### config.mk
export PLATFORM = sky130hd
export DESIGN_NAME = lzce_crossing
export DESIGN_NICKNAME = d
export VERILOG_FILES = /design/src/sv/lzce_pkg.sv /design/src/sv/lzce_crossing.sv
export VERILOG_INCLUDE_DIRS = /design/src /design/src/sv
export SDC_FILE = /design/constraint.sdc
export NUM_CORES = 1
export LEC_CHECK = 0
export BUFFER_PORTS_ARGS = -buffer_cell sky130_fd_sc_hd__buf_2
export CAP_MARGIN = 20
export CORE_UTILIZATION = 35
export CTS_CLUSTER_DIAMETER = 40
export DETAILED_ROUTE_END_ITERATION = 6
export PLACE_DENSITY = 0.51
export SLEW_MARGIN = 15
export SYNTH_ARGS = -nofsm -noshare
export SYNTH_HDL_FRONTEND = slang
export SYNTH_SLANG_ARGS = --single-unit
### constraint.sdc
create_clock -name i_clk -period 15.24 [get_ports i_clk]
set_input_delay 3.048 -clock i_clk [delete_from_list [all_inputs] [get_ports i_clk]]
set_output_delay 3.048 -clock i_clk [all_outputs]
set_load 0.005 [all_outputs]
### src/sv/laplacian_zero_crossing_edge_macros.svh
// ---------------------------------------------------------------------------
// Laplacian zero-crossing edge detector: assertion macros
// Concurrent assertion helpers shared by the RTL modules.
// ---------------------------------------------------------------------------
`ifndef LAPLACIAN_ZERO_CROSSING_EDGE_MACROS_SVH
`define LAPLACIAN_ZERO_CROSSING_EDGE_MACROS_SVH

// same-cycle implication, disabled during reset
`define LZCE_ASSERT_SAME(label, clk, rst_n, ante, cons, msg) \
    label: assert property (@(posedge clk) disable iff (!rst_n) (ante) |-> (cons)) \
        else $error(msg);

// next-cycle implication, disabled during reset
`define LZCE_ASSERT_NEXT(label, clk, rst_n, ante, cons, msg) \
    label: assert property (@(posedge clk) disable iff (!rst_n) (ante) |=> (cons)) \
        else $error(msg);

`endif

### src/sv/lzce_pkg.sv
// ---------------------------------------------------------------------------
// lzce_pkg
// Types, constants and crossing arithmetic for the zero-crossing detector.
// ---------------------------------------------------------------------------
package lzce_pkg;

    localparam int MaxWidth    = 4096;
    localparam int SampleBits  = 16;
    localparam int CoordBits   = $clog2(MaxWidth);
    localparam int DimBits     = 13;
    localparam int ThrBits     = 18;
    localparam int StrBits     = 18;
    localparam int MagBits     = SampleBits + 1;
    localparam int CfgAddrBits = 2;
    localparam int OutDataBits = 48;

    typedef logic signed [SampleBits-1:0] t_sample;
    typedef logic [CoordBits-1:0]         t_coord;
    typedef logic [DimBits-1:0]           t_dim;
    typedef logic [ThrBits-1:0]           t_thresh;
    typedef logic [StrBits-1:0]           t_strength;
    typedef logic [MagBits-1:0]           t_mag;

    localparam t_dim DimMin        = 13'd3;
    localparam t_dim WidthMax      = 13'd4096;
    localparam t_dim HeightMax     = 13'd4096;
    localparam t_dim WidthReset    = 13'd640;
    localparam t_dim HeightReset   = 13'd480;
    localparam t_thresh ThrReset   = 18'd10;

    typedef enum logic [CfgAddrBits-1:0] {
        CFG_FRAME_WIDTH    = 2'd0,
        CFG_FRAME_HEIGHT   = 2'd1,
        CFG_EDGE_THRESHOLD = 2'd2
    } t_cfg_index;

    // position of one accepted sample and what it reports
    typedef struct packed {
        t_coord col;
        t_coord row;
        logic   emit;
        logic   done;
    } t_pos;

    // delayed write into the second line store
    typedef struct packed {
        logic    en;
        t_coord  col;
        t_sample data;
    } t_wb;

    function automatic t_dim clamp_dim(t_dim v, t_dim hi);
        t_dim r;
        if (v < DimMin) begin
            r = DimMin;
        end else if (v > hi) begin
            r = hi;
        end else begin
            r = v;
        end
        return r;
    endfunction

    function automatic t_mag abs_mag(t_sample v);
        t_mag ext;
        ext = {v[SampleBits-1], v};
        return v[SampleBits-1] ? (t_mag'(0) - ext) : ext;
    endfunction

    // |a|+|b| when a (or its stand-in) and b are nonzero with opposite signs
    function automatic t_mag part_mag(t_sample a, t_sample b, t_sample stand_in);
        t_sample a_eff;
        logic    opp;
        a_eff = (a == '0) ? stand_in : a;
        opp   = (a_eff != '0) && (b != '0) && (a_eff[SampleBits-1] != b[SampleBits-1]);
        return opp ? (abs_mag(a_eff) + abs_mag(b)) : '0;
    endfunction

endpackage

### src/sv/lzce_crossing.sv
// ---------------------------------------------------------------------------
// lzce_crossing
// Window registers, crossing strength and threshold, and the result register.
// ---------------------------------------------------------------------------
module lzce_crossing (
    input  logic                                i_clk,
    input  logic                                i_rst_n,
    input  logic                                i_accept,
    input  lzce_pkg::t_sample                   i_sample,
    input  lzce_pkg::t_pos                      i_pos,
    input  lzce_pkg::t_sample                   i_above,
    input  lzce_pkg::t_sample                   i_two_above,
    input  lzce_pkg::t_thresh                   i_threshold,
    input  logic                                i_m_tready,
    output logic                                o_s_ready,
    output lzce_pkg::t_wb                       o_wb,
    output logic                                o_m_valid,
    output logic [lzce_pkg::OutDataBits-1:0]    o_m_data,
    output logic                                o_m_last
);
    import lzce_pkg::*;

    `include "laplacian_zero_crossing_edge_macros.svh"

    logic      r1_valid;
    t_pos      r1_pos;
    t_sample   r1_sample;
    t_sample   r_centre;
    t_sample   r_left;
    t_sample   r_up;
    t_sample   r_below;
    logic      r_out_valid;
    logic      r_out_edge;
    t_strength r_out_str;
    t_coord    r_out_col;
    t_coord    r_out_row;
    logic      r_out_last;

    logic      advance;
    t_mag      h_mag;
    t_mag      v_mag;
    t_strength strength;

    always_comb begin
        advance   = r1_valid && (!r_out_valid || i_m_tready);
        o_s_ready = !r1_valid || advance;
        h_mag     = part_mag(r_centre, i_above, r_left);
        v_mag     = part_mag(r_centre, r_below, r_up);
        strength  = t_strength'(h_mag) + t_strength'(v_mag);
        o_wb.en   = advance;
        o_wb.col  = r1_pos.col;
        o_wb.data = i_above;
    end

    always_ff @(posedge i_clk) begin
        if (i_accept) begin
            r1_pos    <= i_pos;
            r1_sample <= i_sample;
        end
        if (advance && r1_pos.emit) begin
            r_out_edge <= strength > i_threshold;
            r_out_str  <= strength;
            r_out_col  <= r1_pos.col - t_coord'(1);
            r_out_row  <= r1_pos.row - t_coord'(1);
            r_out_last <= r1_pos.done;
        end
    end

    always_ff @(posedge i_clk) begin
        if (!i_rst_n) begin
            r1_valid    <= 1'b0;
            r_out_valid <= 1'b0;
            r_centre    <= '0;
            r_left      <= '0;
            r_up        <= '0;
            r_below     <= '0;
        end else begin
            if (i_accept) begin
                r1_valid <= 1'b1;
            end else if (advance) begin
                r1_valid <= 1'b0;
            end
            if (advance) begin
                r_out_valid <= r1_pos.emit;
                r_left      <= r_centre;
                r_centre    <= i_above;
                r_up        <= i_two_above;
                r_below     <= r1_sample;
            end else if (i_m_tready) begin
                r_out_valid <= 1'b0;
            end
        end
    end

    assign o_m_valid = r_out_valid;
    assign o_m_last  = r_out_last;
    assign o_m_data  = {5'b0, r_out_row, r_out_col, r_out_str, r_out_edge};

    `LZCE_ASSERT_NEXT(a_interior_reported, i_clk, i_rst_n, advance && r1_pos.emit,
        r_out_valid, "interior pixel left the window stage without a result")

endmodule

# Yosys cells after proc, flatten, opt, wreduce, memory -nomap -nowiden
# Cells that the tools add are included.
# classes
n_addsub,9
magnitude_cmp,1
n_eq_ne,2
n_mux,12
reduce_logical,17
# ops
cell,count
$mux 17,6
$sub 1x16->17 const A,4
$reduce_bool 16->1,4
$add 17x17->17,2
$mux 16,2
$sub 12x1->12 const B,2
$add 17x17->18,1
$gt 18x18->1,1
$logic_not 16->1,1
$logic_and 1x1->1,6
$mux 1,4
$reduce_bool 2->1,2
$logic_not 1->1,2
$logic_or 1x1->1,2
$ne 1x1->1,2
# word_totals
register_bits,152
in_bits,96
output_inout_bits,80
wordCells,57

# Logic depth before layout (Yosys ltp)
# logic_depth
word_depth,8
ltp_mapped,34
ltp_nobuf,31

# Worst setup path before layout
# Ideal clock, no wire load.
# synth_timing
path_type,in2reg
start,input port i_above[15]
end,register r_out_edge (data pin)
setup_ns,0.259
arrival_time_ns,7.571
t_required_ns,14.981
path_slack_ns,7.410
stages,23
n_path_buf,2
cell_sequence,clkbuf_1 -> clkbuf_1 -> o21ai_0 -> fa_1 -> a211oi_1 -> o21ai_0 -> o21ai_0 -> xor2_1 -> nor2_1 -> ha_1 -> and3_1 -> and2_1 -> a211o_1 -> o31a_1 -> a21oi_1 -> xnor2_1 -> ha_1 -> a21o_1 -> a21o_1 -> a21oi_1 -> o21ai_0 -> a211oi_1 -> nor2_1
# synth_via
elab_chain_len,6
elab_cells_between_ends,10
classes_between,add/sub (3); order compare (1); eq/ne (1); mux (2); reduce/logical (3)
# synth_rtl
element,line,source
from (decl),lzce_crossing.sv:11,"input lzce_pkg::t_sample i_above,"
branches (longest 3 deep; another with $add 17x17->17),--,
$mux 17 (*),lzce_pkg.sv:76,return opp ? (abs_mag(a_eff) + abs_mag(b)) : '0;
$add 17x17->18 (*),lzce_crossing.sv:49,strength = t_strength'(h_mag) + t_strength'(v_mag);
net strength[11],lzce_crossing.sv:42,t_strength strength;
$gt 18x18->1 (*),lzce_crossing.sv:61,r_out_edge <= strength > i_threshold;
to (signal assigned),lzce_crossing.sv:61,
to (decl),lzce_crossing.sv:33,logic r_out_edge;
# Mark *: on every way through the listed nets, which the timed path passes.
# A chain may end at the register's enable or synchronous reset.

# Worst setup path in the final report
# layout_timing
start,input port i_above[0]
end,register r_out_edge (data pin)
# layout_via
elab_chain_len,6
elab_cells_between_ends,9
classes_between,add/sub (3); order compare (1); mux (2); reduce/logical (3)
# layout_rtl
element,line
$sub 1x16->17 / $reduce_bool 16->1 (equally long branches),"lzce_pkg.sv:67, lzce_pkg.sv:75"
$mux 17 / $logic_and 1x1->1 (equally long branches),"lzce_pkg.sv:67, lzce_pkg.sv:75"
$add 17x17->17 / $logic_and 1x1->1 (equally long branches),"lzce_pkg.sv:76, lzce_pkg.sv:75"
$mux 17 (*),lzce_pkg.sv:76
$add 17x17->18 (*),lzce_crossing.sv:49
net strength[11],lzce_crossing.sv:42
$gt 18x18->1 (*),lzce_crossing.sv:61
# The timed path passes the listed nets; every way through them passes the cells marked *.

==> impl_metrics.yaml <==
run_status:
  status: "finished with violations"
  violations: "design-rule violations"
detailed_routing:
  drc: 1
  dr.pass1.iters: 7
  drtIter0Drc: 510
  antenna_left: 0
  vias: 8725
  drt_wl_total_um: 27570
  via_per_inst: 5.160
  wl_per_cell_um: 16.30
place:
  dp_hpwl_um: 21020
  port_buffers: 170
  place_inst: 1659
  dp_slack_ps: 6829
  routabilityCongestion: 0.8802
  place_area_sq_um: 11430
critical_path:
  crit_path_start_kind: "input pin"
  crit_family: "compound AO/OA/AOI/OAI gates"
  cpPeakStageDelay_ps: 480
  worst_path_most_repeated_cell: "o21ai_0"
  critPathKind: "input pin to flop"
  path_max_fanout: 6
  crit_arrival_ps: 8100
  crit_required_ps: 15420
  cp_num_buf_inv: 2
  worst_setup_path_end_kind: "flop"
  cpMaxStageDelayCell: "fa_1"
timing:
  hold_viol: 0
  slew_violations: 0
  worstMarginPinSlew_ps: 1014
  finClkSkew_ps: 7.640
  worst_hold_slack_ps: 424.2
  rsz0062_at_grt: "false"
  layout_min_cycle_time_ps: 7922
  slew_headroom: 0.3242
  finalCritPeriodShare: 0.5198
  fin_ws_ps: 7318
  setup_violations: 0
  fmax_mhz: 126.2
  fin_tns_setup_ps: 0
job:
  cap_violations: 0
min_path:
  hp-class: "flop to flop"
cts:
  clock-root-buffer: "clkbuf_16"
  clk-insertion-delay-late_ps: 430
  cts_tree: "yes"
  cts_buffers: 17
  cts.path.max_buffers: 2
  hold_buffers: 0
  post_cts_buffers: 0
  htree_levels: 4
  post_cts_resized: 0
  clk_pin_slew_worst_paths_ps: 70
  clock-sinks: 152
pwr:
  power-per-cell-area_nw_per_um2: 102.8
  leakagePower_nw: 4.916
  total_power_mw: 1.237
  ir_drop_mv: 0.06686
logic_synthesis:
  synth.cell_area_sq_um: 10510
  synth_top_cell_by_area: "edfxtp_1"
  ys.warnings.count: 0
  yosys-top-cells-count: "nand2_1, edfxtp_1, nor2_1, ha_1"
  postSynth.asyncResetShare: 0
  synth_edf_count: 86
  yosysMostFrequentCell: "nand2_1"
  avgSynthCellArea_sq_um: 8.979
  synth_top_cell_area_share: 0.2456
  synthFlopType: "edfxtp_1"
  yosysUniqueCellTypes: 80
  synth_seq_area_share: 0.3713
  synth_area_leaders: "edfxtp_1, dfxtp_1, ha_1"
  ys_ff_latch: 152
  synth_cells: 1171
cells_and_area:
  final_cells: 1691
  finalInstanceArea_sq_um: 12030
  multiInputGateArea_sq_um: 5962
  seq_area_sq_um: 3904
  antenna_cells: 0
  drive_gt1_frac: 0.1860
  syn_to_final_growth_pct: 14.42
  postLayoutCoreUtil: 0.4070
  filler_cell_count: 3008
  finalNetCount: 1460
global_routing:
  overflow: 0
  antenna_found_initial: 0
  grt_pass1_vias: 8281
  grt_pass1_wl_um: 43800
  grtUsageTotal: 0.1816
  grt_max_degree: 67
floorplanning:
  core_region_area_sq_um: 29560
  die_h_um: 175.3
  rows: 63
  io-pin-count: 176
  die_area_sq_um: 30740
  start_util: 0.3557
  fp.dieW_um: 175.3
## flip-flops by register name (all words and copies together) (netlist names)
register / cells
r_below: 16
o_m_last: 1
r_out_row: 12
o_m_valid: 1
r1_valid: 1
r1_pos: 14
r1_sample: 16
r_out_edge: 1
r_up: 16
r_out_str: 18
r_left: 16
r_out_col: 12
r_centre: 16
o_wb: 12
## final timing paths
check	start	to	slack, ps	cells after the start
hold reg to reg	r1_pos[0]$_DFFE_PP_	o_m_last$_DFFE_PP_	420	0
hold / removal	r1_pos[0]$_DFFE_PP_	o_m_last$_DFFE_PP_	420	0
setup reg to reg	r_centre[3]$_SDFFE_PN0P_	r_out_edge$_DFFE_PP_	8010	29
setup / recovery	i_above[0]	r_out_edge$_DFFE_PP_	7320	25
## power by group
part / leakage (nW) / internal, mW / switching [mW]
clock network: 0.294 / 0.235 / 0.199
registers: 1.35 / 0.461 / 0.0204
logic: 3.27 / 0.130 / 0.191
total: 4.92 / 0.826 / 0.411
## placed cells by master, fill, tap and decap left out, drive strengths merged, types with 5 or more instances in the layout
cell / count
a211oi: 14
a21boi: 66
a21o: 20
a21oi: 65
a31oi: 22
and2: 5
and3: 6
buf: 175
clkbuf: 17
conb: 5
dfxtp: 66
edfxtp: 86
ha: 73
inv: 59
nand2: 178
nand2b: 12
nand3: 9
nand4: 10
nor2: 77
nor2b: 8
nor3: 41
nor4: 18
o211ai: 6
o21a: 17
o21ai: 50
o21bai: 7
o31a: 6
o31ai: 15
o41ai: 6
or3: 6
xnor2: 63
xor2: 33
## layout make-up
cell class                      instances  share of cell area
Timing Repair Buffer                  175             0.07384
Sequential cell                       152              0.3245
Clock inverter                         15             0.01456
Inverter                               50             0.01560
Clock buffer                           17             0.03536
Tap cell                              390             0.04056
Multi-Input combinational cell        892              0.4956
## worst register-to-register path, delay by kind of cell (launching register included)
kind                       cells  cell delay, ps
adders and majority gates      4            1490
buffers and inverters          1             380
and+or+nand+nor               10            1810
AOI/OAI and AO/OA             12            2430
DFF                            1             490
xor gates and xnor gates       2             370
## routing by layer
layer	vias to the layer above	global-route usage	part of all wire
met4	0	0.06051	0.019
met3	32	0.02749	0.033
met2	202	0.2951	0.46
met1	4073	0.2460	0.49
li1	4418	-	-
met5	-	0	0
## kinds of logic after synthesis
| kind of cell | count (synthesis) | synth area share |
|---|---|---|
| simple gates | 393 | 0.1809 |
| compound gates | 320 | 0.2096 |
| flops | 152 | 0.3713 |
| buf+inv | 131 | 0.06331 |
| xor+xnor | 96 | 0.07997 |
| fa+ha+maj | 76 | 0.09259 |
| mux | 2 | 0.002023 |
| other cells | 1 | 0.0003567 |
No activity file was read; power rests on OpenSTA's default activity.
