--- src/sv/laplacian_zero_crossing_edge_macros.svh ---
// ---------------------------------------------------------------------------
// Laplacian zero-crossing edge detector: assertion macros
// Concurrent assertion helpers shared by the RTL modules.
// ---------------------------------------------------------------------------
`ifndef LAPLACIAN_ZERO_CROSSING_EDGE_MACROS_SVH
`define LAPLACIAN_ZERO_CROSSING_EDGE_MACROS_SVH

// same-cycle implication, disabled during reset
`define LZCE_ASSERT_SAME(label, clk, rst_n, ante, cons, msg) \
    label: assert property (@(posedge clk) disable iff (!rst_n) (ante) |-> (cons)) \
        else $error(msg);

// next-cycle implication, disabled during reset
`define LZCE_ASSERT_NEXT(label, clk, rst_n, ante, cons, msg) \
    label: assert property (@(posedge clk) disable iff (!rst_n) (ante) |=> (cons)) \
        else $error(msg);

`endif

--- src/sv/lzce_pkg.sv ---
// ---------------------------------------------------------------------------
// lzce_pkg
// Types, constants and crossing arithmetic for the zero-crossing detector.
// ---------------------------------------------------------------------------
package lzce_pkg;

    localparam int MaxWidth    = 4096;
    localparam int SampleBits  = 16;
    localparam int CoordBits   = $clog2(MaxWidth);
    localparam int DimBits     = 13;
    localparam int ThrBits     = 18;
    localparam int StrBits     = 18;
    localparam int MagBits     = SampleBits + 1;
    localparam int CfgAddrBits = 2;
    localparam int OutDataBits = 48;

    typedef logic signed [SampleBits-1:0] t_sample;
    typedef logic [CoordBits-1:0]         t_coord;
    typedef logic [DimBits-1:0]           t_dim;
    typedef logic [ThrBits-1:0]           t_thresh;
    typedef logic [StrBits-1:0]           t_strength;
    typedef logic [MagBits-1:0]           t_mag;

    localparam t_dim DimMin        = 13'd3;
    localparam t_dim WidthMax      = 13'd4096;
    localparam t_dim HeightMax     = 13'd4096;
    localparam t_dim WidthReset    = 13'd640;
    localparam t_dim HeightReset   = 13'd480;
    localparam t_thresh ThrReset   = 18'd10;

    typedef enum logic [CfgAddrBits-1:0] {
        CFG_FRAME_WIDTH    = 2'd0,
        CFG_FRAME_HEIGHT   = 2'd1,
        CFG_EDGE_THRESHOLD = 2'd2
    } t_cfg_index;

    // position of one accepted sample and what it reports
    typedef struct packed {
        t_coord col;
        t_coord row;
        logic   emit;
        logic   done;
    } t_pos;

    // delayed write into the second line store
    typedef struct packed {
        logic    en;
        t_coord  col;
        t_sample data;
    } t_wb;

    function automatic t_dim clamp_dim(t_dim v, t_dim hi);
        t_dim r;
        if (v < DimMin) begin
            r = DimMin;
        end else if (v > hi) begin
            r = hi;
        end else begin
            r = v;
        end
        return r;
    endfunction

    function automatic t_mag abs_mag(t_sample v);
        t_mag ext;
        ext = {v[SampleBits-1], v};
        return v[SampleBits-1] ? (t_mag'(0) - ext) : ext;
    endfunction

    // |a|+|b| when a (or its stand-in) and b are nonzero with opposite signs
    function automatic t_mag part_mag(t_sample a, t_sample b, t_sample stand_in);
        t_sample a_eff;
        logic    opp;
        a_eff = (a == '0) ? stand_in : a;
        opp   = (a_eff != '0) && (b != '0) && (a_eff[SampleBits-1] != b[SampleBits-1]);
        return opp ? (abs_mag(a_eff) + abs_mag(b)) : '0;
    endfunction

endpackage

--- src/sv/lzce_position.sv ---
// ---------------------------------------------------------------------------
// lzce_position
// Configuration registers and raster counters; flags interior pixels.
// ---------------------------------------------------------------------------
module lzce_position (
    input  logic                                i_clk,
    input  logic                                i_rst_n,
    input  logic                                i_cfg_we,
    input  logic [lzce_pkg::CfgAddrBits-1:0]    i_cfg_addr,
    input  logic [lzce_pkg::ThrBits-1:0]        i_cfg_wdata,
    input  logic                                i_accept,
    input  logic                                i_frame_start,
    output lzce_pkg::t_pos                      o_pos,
    output lzce_pkg::t_thresh                   o_threshold
);
    import lzce_pkg::*;

    `include "laplacian_zero_crossing_edge_macros.svh"

    t_dim    r_width;
    t_dim    r_height;
    t_thresh r_threshold;
    t_coord  r_col;
    t_coord  r_row;
    t_coord  n_col;
    t_coord  n_row;

    t_dim    w;
    t_dim    h;
    t_coord  col0;
    t_coord  row0;
    t_dim    col_ext;
    t_dim    row_ext;

    always_comb begin
        w       = clamp_dim(r_width, WidthMax);
        h       = clamp_dim(r_height, HeightMax);
        col0    = i_frame_start ? '0 : r_col;
        row0    = i_frame_start ? '0 : r_row;
        col_ext = {1'b0, col0};
        row_ext = {1'b0, row0};

        o_pos.col  = col0;
        o_pos.row  = row0;
        o_pos.emit = (row0 >= t_coord'(2)) && (row_ext < h)
                  && (col0 >= t_coord'(2)) && (col_ext < w);
        o_pos.done = (row_ext == h - t_dim'(1)) && (col_ext == w - t_dim'(1));

        if (col_ext + t_dim'(1) >= w) begin
            n_col = '0;
            n_row = (row_ext + t_dim'(1) >= h) ? '0 : row0 + t_coord'(1);
        end else begin
            n_col = col0 + t_coord'(1);
            n_row = row0;
        end
    end

    assign o_threshold = r_threshold;

    always_ff @(posedge i_clk) begin
        if (!i_rst_n) begin
            r_width     <= WidthReset;
            r_height    <= HeightReset;
            r_threshold <= ThrReset;
            r_col       <= '0;
            r_row       <= '0;
        end else begin
            if (i_cfg_we) begin
                unique case (t_cfg_index'(i_cfg_addr))
                    CFG_FRAME_WIDTH:    r_width     <= i_cfg_wdata[DimBits-1:0];
                    CFG_FRAME_HEIGHT:   r_height    <= i_cfg_wdata[DimBits-1:0];
                    CFG_EDGE_THRESHOLD: r_threshold <= i_cfg_wdata;
                    default: ;
                endcase
            end
            if (i_accept) begin
                r_col <= n_col;
                r_row <= n_row;
            end
        end
    end

    `LZCE_ASSERT_NEXT(a_frame_start_restart, i_clk, i_rst_n, i_accept && i_frame_start,
        r_col == t_coord'(1) && r_row == '0, "frame start did not restart the raster")
    `LZCE_ASSERT_SAME(a_done_is_interior, i_clk, i_rst_n, o_pos.done,
        o_pos.emit, "last pixel flagged outside the interior")

endmodule

--- config.mk ---
export PLATFORM = sky130hd
export DESIGN_NAME = lzce_position
export DESIGN_NICKNAME = d
export VERILOG_FILES = /design/src/sv/lzce_pkg.sv /design/src/sv/lzce_position.sv
export VERILOG_INCLUDE_DIRS = /design/src /design/src/sv
export SDC_FILE = /design/constraint.sdc
export NUM_CORES = 1
export LEC_CHECK = 0
export ABC_AREA = 1
export BUFFER_PORTS_ARGS = -buffer_cell sky130_fd_sc_hd__buf_2
export CORE_MARGIN = 5
export CORE_UTILIZATION = 64
export DETAILED_ROUTE_END_ITERATION = 8
export PLACE_DENSITY = 0.85
export SLEW_MARGIN = 20
export SYNTH_ARGS = -nofsm -noshare
export SYNTH_HDL_FRONTEND = slang
export SYNTH_SLANG_ARGS = --single-unit
--- constraint.sdc ---
create_clock -name i_clk -period 10 [get_ports i_clk]
set_input_delay 2 -clock i_clk [delete_from_list [all_inputs] [get_ports i_clk]]
set_output_delay 2 -clock i_clk [all_outputs]
set_load 0.1 [all_outputs]
Yosys cells after proc, flatten, opt, wreduce, memory -nomap -nowiden --
Cells that the tools add are included.
Word-level totals: register bits 68, word-level logic and storage cells 42
Operators by class: $add $sub $neg 6, $lt $le $gt $ge 10, eq/ne operators 4, mux-type cells 9, reduce and logical (&&, ||, !) cells 8
Operator list (number):
- 12-bit 2-to-1 mux | 5
- 13-bit 2-to-1 mux | 4
- 12-bit by 1-bit adder with 13-bit output (second input constant) | 2
- 12-bit by 13-bit == test with 1-bit output | 2
- 13-bit greater-or-equal comparator | 2
- 13-bit greater-than comparator (second input constant) | 2
- 12-bit by 13-bit less-than comparator with 1-bit output | 2
- 13-bit by 2-bit less-than comparator with 1-bit output (second input constant) | 2
- 13-bit by 1-bit subtractor with 13-bit output (second input constant) | 2
- 12-bit by 1-bit adder with 12-bit output (second input constant) | 2
- 12-bit by 2-bit greater-or-equal comparator with 1-bit output (second input constant) | 2
- 2-bit AND reduction | 3
- 1-bit logical AND | 4
- 2-bit by 1-bit == test with 1-bit output (second input constant) | 1
- 2-bit == test (second input constant) | 1
- 2-bit logical NOT | 1

Depth between registers and ports, before layout --
Gate-level depths: netlist (run 1).
word-level depth 7, gate-level depth with buffers 23

Least setup slack after synthesis (run 1) --
No wires, ideal clock.
kind input-to-output, start point in i_frame_start, end point out o_pos[0] in the netlist's numbering, data arrival time 6.243 ns, data required time 8.000 ns, setup slack 1.757 ns, stages 15, path through buf_2 nor2_1 inv_1 ha_1 nor2_1 o21ai_0 a211oi_1 nand2_1 inv_1 nand3_1 nor2_1 nand2_1 nor2_1 nand3_1 nor2_1
RTL lines:
- from (decl) | line lzce_position.sv:12 | input logic i_frame_start,
- to (decl) | line lzce_position.sv:13 | output lzce_pkg::t_pos o_pos,

==> metrics.txt, run 1 <==
status complete, no violations; gr usage total between 30% and 40%; Finished Layout Cells 1048; final slew viol count 0; first-pass GRT wire length 26200 µm; Post-Syn Area per Cell 6.26 µm²; die width about 100 µm; fin crit period ~6.5 ns; Least-Margin Pin Slew 0.978 ns; R2R depth 20; crit start category primary input; # setup viols final 0; Critical Path RT around 8.0 ns; post-cts sizing count 0; Util after Layout 73.4%; vias in the first global route ~5500; Initial Util 66.5%; Leak 3.28 nW; Layout fillers ~700; GPL Wtd Cong ~1.0; # port buffers roughly 70; placed cell count ~1000; num ports between 60 and 70; HPWL Detailed about 13000 µm; synthesized flop and latch total between 60 and 70; clock latency on the worst-skew pair 0.35 ns; wire per inst ~15 µm; mux contribution to synthesized area 0%; Synth Area in Adders between 10% and 20%; Fin Setup TNS 0 ns; share of post-route cells with drive strength above 1 10.9%; Final period util 65.4%; Post-Syn Nets about 960; clock skew roughly 0.013 ns; complex-gate fraction of the synthesized area 14.2%; RSZ-0062 raised after global routing no; largest net degree at the start of global routing just over 40; sequential area share after synthesis 24.7%; Synth top area share between 20% and 30%; vias 6062; crit end category output pin; Final WS setup 3.46 ns; Synth Cell Area between 5000 and 6000 µm²; Post-Synth Simple-Gate Area roughly a third; drt first pass iters 5; synth warn 0; Num CTS Buffers 9; Final ANT Viol Nets 0; nets@finish just over 1000; initial antenna violation count 0; Inserted Diodes 0; ys flop type dfxtp_1; Peak supply drop 0.000132 V; most numerous cell in the Yosys netlist nand2_1; num rows 33; Yosys cell types 38; Synth area leaders dfxtp_1 (25%), nand2_1 (17%), ha_1 (13%), nor2_1 (7.5%), inv_1 (7.2%); DR iter-0 viols approximately 600; Crit Path Category in -> out; Clock Path Buffers 2; area delta synth->final 10.4%; Post-synth EDFFs 0; synthesized netlist cell count 882; Max-slew headroom between 30% and 40%; clk sinks about 70; cts hold-fix bufs 0; Highest Clock Rate approximately 0.15 GHz; Power Density between 100 and 150 nW/µm²; Core Box Area 8300 µm²; Hold Worst Slack 0.467 ns; post-CTS setup buffers 0; Post-Place Worst Slack approximately 3.6 ns; Max Cap Violations 0; combinational family with the most area after synthesis simple AND/OR/NAND/NOR gates; WHS Path Cells 2; most frequent cells after synthesis nand2_1 (252), nor2_1 (111), inv_1 (106); Max FO, Critical Path 13; Final Hold Viols 0; CTS root buffer clkbuf_8; H-tree levels 3; # DRC 0; Post-Synth XOR/XNOR Area around 3.7%; post-synthesis async set-or-reset flop share 0%; CTS tree done; critical path data arrival time ~4.5 ns; total grt overflow 0; vias per cell ~5.8; die area 10600 µm²; Worst-path clk slew about 0.090 ns; top cell type by total area after synthesis dfxtp_1; Hold Path Class reg -> reg; Detailed Route WL ~16000 µm; Die Y 103 µm
cells in the final DEF (no fill, tap or decap), drive strengths merged, types with 3 or more instances in the layout:
cell and instances:
nand2 259, o21ai 44, o41ai 4, nor2 114, a22oi 11, nand4 15
xor2 19, inv 110, o221ai 6, nand3 52, nor3 11, buf 69
nand3b 3, ha 56, dfxtp 68, nor4 4, clkbuf 9, a21oi 68
clkinv 5
through the flow:
step / cell area [µm²] / power, mW
after CTS: 6090 / 0.695
after floorplan: 5520 / 0.419
final: 6090 / 0.696
after global routing: 6090 / 0.734
after global placement: 5870 / 0.455
after detailed placement: 5880 / 0.459
final timing paths:
| path | start | to | slack [ns] |
|---|---|---|---|
| worst max-delay path | i_frame_start | o_pos[1] | 3.46 |
| worst min-delay path | o_threshold[6] | o_threshold[6] | 0.47 |
| worst max register to register | r_col[1] | r_row[7] | 5.60 |
| worst min register to register | o_threshold[6] | o_threshold[6] | 0.47 |
critical path: stages:
cell and delay, ns:
buf_2 0.26, inv_2 0.20, nand2_1 0.20, inv_1 0.13
ha_1 0.35, a21oi_1 0.15, o221ai_1 0.15, a21oi_1 0.16
o21ai_0 0.09, a21oi_1 0.13, o21bai_1 0.10, nor2_1 0.15
buf_2 0.45
kinds of logic (layout without fill, tap and decap cells):
group                      Yosys count  in the layout
DFF                                 68             68
and+or+nand+nor                    463            463
adders and majority gates           56             56
buffers and inverters              133            194
AOI/OAI and AO/OA                  140            140
xor gates and xnor gates            22             22
routing by layer:
layer  share of wire, %  global-route usage [%]
met1                 44                    43.2
met2                 44                    48.8
met3                9.7                    4.80
met5                  0                       0
met4                2.9                    12.5
cell type report:
type | count | area [µm²] | share of cell area, %
clock inverters | 7 | 85.1 | 1.40
well taps | 105 | 131 | 2.16
inverters | 109 | 409 | 6.72
clock buffers | 9 | 124 | 2.03
repair buffers | 69 | 348 | 5.71
flip-flops and latches | 68 | 1360 | 22.4
multi-input cells | 681 | 3630 | 59.6
report_power, final:
part | internal (mW) | total [mW] | switching (mW)
logic | 0.0467 | 0.168 | 0.121
registers | 0.280 | 0.290 | 0.00949
clock network | 0.119 | 0.239 | 0.119
total | 0.446 | 0.696 | 0.250
sequential cells by signal, indices dropped and copies added (netlist names):
signal,count
r_row,12
r_width,13
r_col,12
r_height,13
o_threshold,18
Power figures use the tool's default switching activity.
==> inputs of run 2 (changes only) <==
--- a/config.mk
+++ b/config.mk
@@ -9,9 +9,9 @@
 export ABC_AREA = 1
 export BUFFER_PORTS_ARGS = -buffer_cell sky130_fd_sc_hd__buf_2
 export CORE_MARGIN = 5
-export CORE_UTILIZATION = 64
+export CORE_UTILIZATION = 59
 export DETAILED_ROUTE_END_ITERATION = 8
-export PLACE_DENSITY = 0.85
+export PLACE_DENSITY = 0.79
 export SLEW_MARGIN = 20
 export SYNTH_ARGS = -nofsm -noshare
 export SYNTH_HDL_FRONTEND = slang
==> constraint.sdc (replaced) <==
create_clock -name i_clk -period 6.48 [get_ports i_clk]
set_input_delay 1.296 -clock i_clk [delete_from_list [all_inputs] [get_ports i_clk]]
set_output_delay 1.296 -clock i_clk [all_outputs]
set_load 0.1 [all_outputs]
==> run 2 against run 1 <==
Against the previous run:
- non-clock buffer count is 1 higher
- hold slack got worse by 0.0019 ns
- clock-buffer cell count is the same
- utilization shrank 7.0 points
- cell count up 0.67%
- flip-flop and latch count stayed put
- register-to-register slack worse by 3.1 ns
- die area rose by 7.6%
- total power rose by 56%
- sequential share of layout area is 0.050 points lower
- critical path type unchanged
==> metrics.txt, run 2 (synthesis gave the netlist of run 1 again) <==
status complete, no violations; Util after Layout 66.4% (-7.0 points); Layout fillers 849 (+20%); # port buffers 68 (unchanged); drt first pass iters 5 (unchanged); die width 107 µm (+3.7%); Final period util between 70% and 80%; met1 WL 6860 µm (-1.8%); Leak 3.28 nW (about the same); FF-to-FF Start r_col[1]; Final Hold Viols 0 (unchanged); Core Box Area 9200 µm² (+11%); Slowest-stage cell, CP buf_2; clock skew 0.0197 ns (+0.00715 ns); Switching Fraction 36.4% (+0.49 points); Critical Path RT 5.18 ns (-2.82 ns); Fin Setup TNS 0 ns (unchanged); die area 11400 µm² (+7.6%); post-cts sizing count 0 (unchanged); num ports 69 (unchanged); cts hold-fix bufs 0 (unchanged); placed inst area 5890 µm² (+0.30%); R2R Path End r_row[3]; Num CTS Buffers 9 (unchanged); CTS tree done; slowest cell delay on critical path 0.45 ns (about the same); vias in the first global route 5735 (+3.5%); initial antenna violation count 0 (unchanged); Peak supply drop 0.000162 V (+22%); HPWL Detailed 13000 µm (+1.3%); Die Y 107 µm (+3.7%); fin crit period a little over 5 ns; crit path buf inv count 4 (unchanged); area delta synth->final 10.6%; Final ANT Viol Nets 0 (unchanged); max reg flops 18 (unchanged); Highest Clock Rate between 0.15 and 0.2 GHz; vias per cell 5.72 (-1.1%); critical path depth 13 (unchanged); R2R setup slack 2.53 ns (-3.07 ns); Max-slew headroom 37.6% (+2.9 points); nets@finish 1020 (+0.098%); met3 wire length 1520 µm (-2.4%); Hold Path Class reg -> reg; Comb power frac 23.8% (-0.3 points); met2 WL post-DR 7550 µm (+7.3%); area of the multi-input gates 3630 µm² (about the same); CTS root buffer clkbuf_8; critical path endpoint o_pos[1]; DR iter-0 viols 498 (-16%); GPL Wtd Cong 1.05 (about the same); first-pass GRT wire length 26900 µm (+2.5%); FF+latch area 1360 µm² (unchanged); total grt overflow 0 (unchanged); Least-Margin Pin Slew 0.935 ns (-0.0429 ns); P_int 688 µW (+54%); # DRC 0 (unchanged); sequential share of power 41.3% (-0.3 points); Finished Layout Cells 1055 (+0.67%); CP startpoint i_frame_start; Finished Cell Area 6100 µm² (+0.23%); Initial Util 60.0% (-6.5 points); post-CTS setup buffers 0 (unchanged); Inserted Diodes 0 (unchanged); most common cell after layout, fill and taps aside nand2_1; num rows 35 (+6.1%); clock latency on the worst-skew pair 0.36 ns (about the same); Clock Path Buffers 2 (unchanged); Power Density 177 nW/µm² (+55%); H-tree levels 3 (unchanged); clk sinks 68 (unchanged); vias 6033 (-0.48%); RSZ-0062 raised after global routing no; crit end category output pin; gr usage total 29.0% (-2.2 points); Clk pwr share 34.9% (+0.6 points); Top cell by count, worst path a21oi_1; critical path data arrival time 3.80 ns (-0.74 ns); # setup viols final 0 (unchanged); critical path's top delay family buffers and inverters; placed cell count 1039 (+0.68%); Net Sw Power 394 µW (+58%); commonest cells after routing, fill and taps aside nand2_1 (252), nor2_1 (109), inv_1 (106); Max Cap Violations 0 (unchanged); Worst-path clk slew 0.08 ns (about the same); crit start category primary input; total power 1.08 mW (+56%); R2R depth 20 (unchanged); CP cell instances buf_2, inv_2, nand2_1, inv_1, ha_1, a21oi_1, o221ai_1, a21oi_1, o21ai_0, a21oi_1, o21bai_1, nor2_1, buf_2; Crit Path Category in -> out; Detailed Route WL 16300 µm (+1.4%); Max FO, Critical Path 13 (unchanged); wire per inst 15.4 µm (+0.70%); final slew viol count 0 (unchanged); largest net degree at the start of global routing 41 (unchanged); share of post-route cells with drive strength above 1 11.1% (+0.20 points); top layer in use met4
-- run 2: cell count changes in the layout (fill, tap and decap cells not counted) --
cell / delta
buf_4: +1
clkinv_4: -3
clkinvlp_4: +1
inv_6: +3
inv_8: -1
nor2_1: -1
nor2_2: +1
-- run 2: worst min-delay path by stage --
stage                                  to             from  slack [ns]  cells after the start
after global routing      o_threshold[13]  o_threshold[13]        0.48                      2
after CTS                  o_threshold[5]   o_threshold[5]        0.47                      2
after floorplan                  r_col[0]         r_col[0]        0.45                      2
final                      o_threshold[5]   o_threshold[5]        0.47                      2
after detailed placement   o_threshold[5]   o_threshold[5]        0.45                      2
after global placement    o_threshold[17]  o_threshold[17]        0.45                      2
-- run 2: cell type report --
class,instances,share of cell area (%)
Multi-Input combinational cell,681,59.5
Sequential cell,68,22.3
Inverter,109,6.70
Clock buffer,9,2.03
Clock inverter,7,1.33
Timing Repair Buffer,70,5.82
Tap cell,111,2.28
-- run 2: worst register-to-register path: cells and delay by family (launching register included) --
kind / cells / cell delay (ns)
xor gates and xnor gates: 1 / 0.17
DFF: 1 / 0.34
and+or+nand+nor: 13 / 2.45
buffers and inverters: 3 / 0.27
AOI/OAI and AO/OA: 1 / 0.11
adders and majority gates: 2 / 0.57
-- run 2: metal layers --
layer  up-vias  GRT usage (%)
li1       2995              -
met2       278           47.6
met5         -              0
met3        29           6.38
met4         0           9.32
met1      2731           37.8
-- run 2: stage by stage --
step / worst slack, ns / hold slack, ns
after detailed placement: 1.41 / 0.454
final: 1.39 / 0.465
after global placement: 1.45 / 0.450
after global routing: 1.19 / 0.484
after CTS: 1.42 / 0.466
after floorplan: 0.00133 / 0.445
-- run 2: power by group through the flow --
stage	combinational [mW]	clock [mW]	sequential (mW)
2_1_floorplan	0.167	0	0.480
3_3_place_gp	0.246	0	0.455
3_5_place_dp	0.252	0	0.455
4_1_cts	0.254	0.382	0.446
5_1_grt	0.286	0.404	0.449
6_report	0.258	0.378	0.446
